$ cat src/rtl/lcrb_pkg.sv
`default_nettype none

package lcrb_pkg;

    localparam int DEPTH  = 256;
    localparam int ADDR_W = $clog2(DEPTH);
    localparam int FILL_W = (ADDR_W > 8) ? ADDR_W : 8;

    localparam logic [7:0] CHAR_CR = 8'h0D;
    localparam logic [7:0] CHAR_LF = 8'h0A;

    typedef enum logic [1:0] {
        OP_RECEIVE = 2'd0,
        OP_POP     = 2'd1,
        OP_CLEAR   = 2'd2
    } op_t;

    typedef struct packed {
        logic [1:0] op;
        logic [7:0] rx_byte;
    } in_t;

    typedef struct packed {
        logic [7:0] pop_data;
        logic [7:0] fill_length;
        logic       line_complete;
    } out_t;

    typedef logic [ADDR_W-1:0] addr_t;

    function automatic addr_t next_index(input addr_t i);
        addr_t r;
        if (i == addr_t'(DEPTH - 1))
        begin
            r = '0;
        end
        else
        begin
            r = i + addr_t'(1);
        end
        return r;
    endfunction

    // (tail - head) mod DEPTH, low 8 bits
    function automatic logic [7:0] fill_of(input addr_t head, input addr_t tail);
        logic [FILL_W-1:0] h;
        logic [FILL_W-1:0] t;
        logic [FILL_W-1:0] f;
        h = FILL_W'(head);
        t = FILL_W'(tail);
        if (t >= h)
        begin
            f = t - h;
        end
        else
        begin
            f = t + FILL_W'(DEPTH) - h;
        end
        return f[7:0];
    endfunction

endpackage

`default_nettype wire

$ cat src/rtl/lcrb_ram.sv
`default_nettype none

module lcrb_ram #(
    parameter int WIDTH = 8,
    parameter int DEPTH = 256
) (
    input  wire logic                     clk,
    input  wire logic                     we,
    input  wire logic [$clog2(DEPTH)-1:0] waddr,
    input  wire logic [WIDTH-1:0]         wdata,
    input  wire logic                     re,
    input  wire logic [$clog2(DEPTH)-1:0] raddr,
    output      logic [WIDTH-1:0]         rdata
);

    logic [WIDTH-1:0] mem [DEPTH];
    logic [WIDTH-1:0] rdata_reg;

    always_ff @(posedge clk)
    begin
        if (we)
        begin
            mem[waddr] <= wdata;
        end
        if (re)
        begin
            rdata_reg <= mem[raddr];
        end
    end

    assign rdata = rdata_reg;

endmodule

`default_nettype wire

$ cat src/rtl/line_command_ring_buffer.sv
// Receive-side command line buffer.
// in channel (in_valid/in_ready/in_data) carries one request: op selects
// receive byte, pop oldest byte or clear command; rx_byte is the byte for a
// receive. Received bytes go to the tail of a 256-entry circular store until
// a CR followed by LF has been stored; after that bytes are dropped until a
// clear, which also empties the store (head := tail).
// out channel (out_valid/out_ready/out_data) returns exactly one result per
// request: popped byte (0 if not a pop), fill length and the complete flag.
// Receive, clear and no-op results appear the cycle after accept; a pop
// result passes the registered read port of the store, then the output
// register. One request per cycle for receive/clear while the receiver
// keeps up; a pop blocks requests until its result is registered. A new
// request is taken in the cycle the pending result drains. Reset clears
// head, tail, previous byte, complete flag and the output valid flag;
// store contents are undefined until written. A stalled receiver holds
// the result and blocks further requests; no request or result is lost.
`default_nettype none

module line_command_ring_buffer (
    input  wire logic          clk,
    input  wire logic          rst_n,
    input  wire logic          in_valid,
    output      logic          in_ready,
    input  wire lcrb_pkg::in_t in_data,
    output      logic          out_valid,
    input  wire logic          out_ready,
    output      lcrb_pkg::out_t out_data
);

    import lcrb_pkg::*;

    typedef enum logic [1:0] {
        ST_IDLE = 2'b01,
        ST_READ = 2'b10
    } state_t;

    state_t     state_reg, state_next;
    addr_t      head_reg, head_next;
    addr_t      tail_reg, tail_next;
    logic [7:0] prev_reg, prev_next;
    logic       complete_reg, complete_next;
    logic       out_valid_reg, out_valid_next;
    out_t       out_reg, out_next;

    logic       accept;
    logic       drain;
    logic       ram_we;
    logic       ram_re;
    logic [7:0] ram_rdata;

    assign drain    = out_valid_reg && out_ready;
    assign in_ready = (state_reg == ST_IDLE) && (!out_valid_reg || out_ready);
    assign accept   = in_valid && in_ready;

    assign ram_we = accept && (in_data.op == OP_RECEIVE) && !complete_reg;
    assign ram_re = accept && (in_data.op == OP_POP);

    lcrb_ram #(
        .WIDTH(8),
        .DEPTH(DEPTH)
    ) u_store (
        .clk  (clk),
        .we   (ram_we),
        .waddr(tail_reg),
        .wdata(in_data.rx_byte),
        .re   (ram_re),
        .raddr(head_reg),
        .rdata(ram_rdata)
    );

    always_comb
    begin
        state_next     = state_reg;
        head_next      = head_reg;
        tail_next      = tail_reg;
        prev_next      = prev_reg;
        complete_next  = complete_reg;
        out_valid_next = out_valid_reg && !drain;
        out_next       = out_reg;

        unique case (state_reg)
            ST_IDLE:
            begin
                if (accept)
                begin
                    unique if (in_data.op == OP_RECEIVE)
                    begin
                        if (!complete_reg)
                        begin
                            if (in_data.rx_byte == CHAR_LF && prev_reg == CHAR_CR)
                            begin
                                complete_next = 1'b1;
                            end
                            tail_next = next_index(tail_reg);
                        end
                        prev_next = in_data.rx_byte;
                    end
                    else if (in_data.op == OP_POP)
                    begin
                        // result waits for the store read
                        head_next  = next_index(head_reg);
                        state_next = ST_READ;
                    end
                    else if (in_data.op == OP_CLEAR)
                    begin
                        complete_next = 1'b0;
                        head_next     = tail_reg;
                    end
                    else
                    begin
                        // unused code: report state unchanged
                    end

                    if (in_data.op != OP_POP)
                    begin
                        out_valid_next         = 1'b1;
                        out_next.pop_data      = '0;
                        out_next.fill_length   = fill_of(head_next, tail_next);
                        out_next.line_complete = complete_next;
                    end
                end
            end
            ST_READ:
            begin
                out_valid_next         = 1'b1;
                out_next.pop_data      = ram_rdata;
                out_next.fill_length   = fill_of(head_reg, tail_reg);
                out_next.line_complete = complete_reg;
                state_next             = ST_IDLE;
            end
            default:
            begin
                state_next = ST_IDLE;
            end
        endcase
    end

    always_ff @(posedge clk or negedge rst_n)
    begin
        if (!rst_n)
        begin
            state_reg     <= ST_IDLE;
            head_reg      <= '0;
            tail_reg      <= '0;
            prev_reg      <= '0;
            complete_reg  <= 1'b0;
            out_valid_reg <= 1'b0;
        end
        else
        begin
            state_reg     <= state_next;
            head_reg      <= head_next;
            tail_reg      <= tail_next;
            prev_reg      <= prev_next;
            complete_reg  <= complete_next;
            out_valid_reg <= out_valid_next;
        end
    end

    always_ff @(posedge clk)
    begin
        out_reg <= out_next;
    end

    assign out_valid = out_valid_reg;
    assign out_data  = out_reg;

    a_read_out_empty: assert property (@(posedge clk) disable iff (!rst_n)
        (state_reg == ST_READ) |-> !out_valid_reg)
        else $error("output register occupied during store read");

    a_pop_to_read: assert property (@(posedge clk) disable iff (!rst_n)
        (accept && in_data.op == OP_POP) |=> (state_reg == ST_READ))
        else $error("pop did not start a store read");

    a_read_done: assert property (@(posedge clk) disable iff (!rst_n)
        (state_reg == ST_READ) |=> (state_reg == ST_IDLE) && out_valid_reg)
        else $error("store read did not produce a result");

    a_complete_rise: assert property (@(posedge clk) disable iff (!rst_n)
        $rose(complete_reg) |-> $past(accept && in_data.op == OP_RECEIVE
                                      && in_data.rx_byte == CHAR_LF
                                      && prev_reg == CHAR_CR))
        else $error("complete flag set without CR LF");

    a_no_store_when_complete: assert property (@(posedge clk) disable iff (!rst_n)
        complete_reg |-> !ram_we)
        else $error("byte stored while command complete");

endmodule

`default_nettype wire
$ cat config.mk
export PLATFORM = sky130hd
export DESIGN_NAME = line_command_ring_buffer
export DESIGN_NICKNAME = d
export VERILOG_FILES = /design/src/rtl/lcrb_pkg.sv /design/src/rtl/lcrb_ram.sv /design/src/rtl/line_command_ring_buffer.sv
export SDC_FILE = /design/constraint.sdc
export NUM_CORES = 2
export LEC_CHECK = 0
export ABC_AREA = 1
export BUFFER_PORTS_ARGS = -buffer_cell sky130_fd_sc_hd__buf_2
export CORE_UTILIZATION = 35
export CTS_CLUSTER_DIAMETER = 100
export DETAILED_ROUTE_END_ITERATION = 8
export GPL_TIMING_DRIVEN = 0
export PLACE_DENSITY_LB_ADDON = 0.05
export SLEW_MARGIN = 20
export SYNTH_ARGS = -nofsm -noshare
export SYNTH_HDL_FRONTEND = slang
export SYNTH_HIERARCHICAL = 1
export SYNTH_SLANG_ARGS = --single-unit
$ cat constraint.sdc
create_clock -name clk -period 8.15 [get_ports clk]
set_input_delay 0 -clock clk [delete_from_list [all_inputs] [get_ports clk]]
set_output_delay 0 -clock clk [all_outputs]
set_load 0.01 [all_outputs]
==> results by group <==
Timing
  – Tmin final: 5260 ps
  – Hold WS: 92.6 ps
  – Crit share post-route: 0.646
  – Rel. slew slack: 0.142
  – Peak Freq: 0.190 GHz
  – Fin. Hold Viols: 0
  – Final setup violation count: 0
  – Final slew viol count: 0
  – Clk_skew: 47.2 ps
  – RSZ-0062 raised after global routing: false
  – Worst-Margin Slew: 1290 ps
  – TNS Setup: 0 ps

Clock network
  – CTS Buf Count: 235
  – Worst-path clk slew: 60 ps
  – Clk_lat worst skew: 900 ps
  – # resized after CTS: 0
  – Post-CTS Setup Repair Bufs: 0
  – CTS tree: yes
  – Clock sink count: 2101
  – Clk buf depth: 3
  – CTS root buffer: clkbuf_16
  – CTS H-tree lvls: 4

Die
  – Die height: 499 um
  – Die area: 249000 um2
  – Row count: 182
  – Core Area: 246000 um2
  – Initial core utilization: 0.352
  – Die width: 499 um
  – # IOs: 33

Layout
  – Layout cells sized above 1: 0.122
  – Reg with most FFs: u_store/mem
  – Final nets: 7769
  – Max reg flops: 2048
  – Commonest cells after routing, fill and taps aside: nand2_1 (2212), edfxtp_1 (2073), nand3_1 (2035), buf_2 (303), clkbuf_16 (236)
  – Non-filler instance count after layout: 11200
  – Fin util: 0.407
  – Area added between synthesis and finish: 15.6%
  – Commonest non-fill, non-tap cell in the layout: nand2_1

Global routing
  – Vias in the first global route: 58700
  – Initial antenna violation count: 27
  – Overflow after GRT: 0
  – Global-route usage over all layers: 0.320
  – Global-route wire length before repair: 535000 um
  – Largest net degree at the start of global routing: 127

Placed design
  – Inst Count DP: 10700
  – IO Port Bufs: 32
  – Hpwl dp: 284000 um
  – RePlAce Congestion: 1.03

Critical path
  – Critical path class: register to register
  – Worst EP arrival: 5730 ps
  – Slowest stage delay, CP: 1040 ps
  – R2r setup slk: 2890 ps
  – Buffers and inverters on the worst path: 6
  – Worst reg2reg startpoint: state_reg[0]$_DFFE_PN1P_
  – Crit. End Element: register
  – CP top delay family: simple AND/OR/NAND/NOR gates
  – Worst path cell trace: ha_1 > inv_2 > nor2_4 > nand2_4 > clkinv_2 > buf_6 > nand2_4 > buf_6 > nor2_1 > clkbuf_1 > nand2_1 > clkbuf_2 > nor2_1
  – Worst Reg-to-Reg Cells: 13
  – Startpoint Class: register
  – Worst EP required: 8620 ps
  – Worst r2r dst: u_store/mem[67][5]$_DFFE_PP_
  – Critical path's slowest cell: nor2_1
  – Crit Path Max Fanout: 10

Drt
  – Antenna viol nets, final: 0
  – Final wirelength: 405000 um
  – Routed WL per cell: 36.3 um
  – Iteration-0 DRC Markers: 8614
  – Pre-antenna DRT Iters: 6
  – Vias per cell: 5.69
  – Vias post-DR: 63500
  – DRC violations left: 0

Flow run
  – Max-cap violations: 0

Yosys
  – Yosys cell types: 46
  – Syn. warnings: 6
  – Dominant cells by area after synthesis: edfxtp_1 (72%), nand3_1 (12%), nand2_1 (9.6%)
  – Post-synthesis cell count: 7380
  – Main flop type after synthesis: edfxtp_1
  – EDFF count, synth: 2073
  – Top cell type's share of synthesized area: 0.720
  – Post-synthesis sequential area ratio: 0.728
  – #FFs+latches synth: 2101
  – Syn nets: 7414
  – Cell type with the largest total area after synthesis: edfxtp_1
  – Synthesized area: 86500 um2
  – Ys async rst share: 0.0133
  – Avg Inst Size Synth: 11.7 um2

Worst hold path
  – WHS Endpoint: u_store/mem[248][4]$_DFFE_PP_
  – Min-delay worst type: input pin to register
  – Worst Min Path Start: in_data[4]
  – Min-Delay Path Depth: 2

Status
  – Status: complete, no violations

Pwr
  – Static Leakage: 35.0 nW
  – Peak VDD IR: 220 uV
  – Pwr/cell area: 372 nW/um2
## logic make-up (layout without fill, tap and decap cells)
group | count (synthesis) | in the layout | synth area share
AOI/OAI and AO/OA | 76 | 76 | 0.00472
xor gates and xnor gates | 8 | 8 | 0.000810
adders and majority gates | 20 | 20 | 0.00307
buffers and inverters | 589 | 1142 | 0.0332
DFF | 2101 | 2101 | 0.728
muxes | 8 | 8 | 0.00123
other | 0 | 7 | 0
and+or+nand+nor | 4578 | 4578 | 0.229
## final cells by class
class	instances	area, um2
Clock buffer	305	6180
Inverter	99	375
Buffer	490	2550
Tap cell	3220	4030
Multi-Input combinational cell	4690	21000
Clock inverter	130	998
Antenna cell	7	17.5
Sequential cell	2101	63000
Fill cell	23500	146000
Timing Repair Buffer	118	1800
## cell usage after synthesis, types with 3 or more instances
master	instances
a21oi_1	21
edfxtp_1	2073
buf_1	40
o21ai_1	3
a31oi_1	4
inv_2	7
clkbuf_1	116
o22ai_1	5
nor3_1	4
o21ai_0	37
nand2_1	2212
nor2_1	307
nor2_2	3
xor2_1	6
nand3_1	2035
ha_1	18
buf_6	18
mux2_4	5
buf_2	269
dfrtp_1	27
buf_4	46
nand4_1	5
inv_1	89
## what timing repair did
item / CTS / global route
setup endpoints to repair: 0 / 0
hold buffers: 22 / 0
endpoints found under the hold margin: 1407 / 0
## power breakdown
group,internal (W),switching [W]
clock network,0.00566,0.00449
logic,0.00317,0.0116
registers,0.0120,0.000188
total,0.0209,0.0163
## through the flow
stage / cell area [um2] / total power (W) / worst slack [ps]
3_5_place_dp: 92500 / 0.0268 / 3070
2_1_floorplan: 86500 / 0.0192 / 5130
3_3_place_gp: 90700 / 0.0267 / 2010
5_1_grt: 99900 / 0.0381 / 2860
4_1_cts: 99900 / 0.0369 / 3020
6_report: 100000 / 0.0372 / 2890
## worst reg2reg max path: stages, from the launching register on
cell      delay, ps
dfstp_2         530
ha_1            240
inv_2            70
nor2_4          150
nand2_4         110
clkinv_2         70
buf_6           150
nand2_4          70
buf_6           160
nor2_1          640
clkbuf_1        590
nand2_1         400
clkbuf_2        600
nor2_1         1060
## how the worst max path moves through the flow
stage,to,slack (ps),start,cells past startpoint
5_1_grt,u_store/mem[37][4]$_DFFE_PP_,2860,state_reg[0]$_DFFE_PN1P_,13
3_5_place_dp,u_store/mem[67][0]$_DFFE_PP_,3070,state_reg[0]$_DFFE_PN1P_,13
2_1_floorplan,u_store/mem[162][0]$_DFFE_PP_,5130,state_reg[0]$_DFFE_PN1P_,13
6_report,u_store/mem[67][5]$_DFFE_PP_,2890,state_reg[0]$_DFFE_PN1P_,13
3_3_place_gp,out_data[0]$_DFFE_PP_,2010,in_data[3],7
4_1_cts,u_store/mem[67][5]$_DFFE_PP_,3020,state_reg[0]$_DFFE_PN1P_,13
## layer usage
layer,GRT usage,vias to the layer above,share of wire
li1,-,26900,-
met1,0.431,32700,0.41
met2,0.493,3163,0.45
met3,0.0681,764,0.085
met4,0.153,12,0.054
met5,0,-,0.00018
Note: power is estimated with default switching activity, not from simulation.
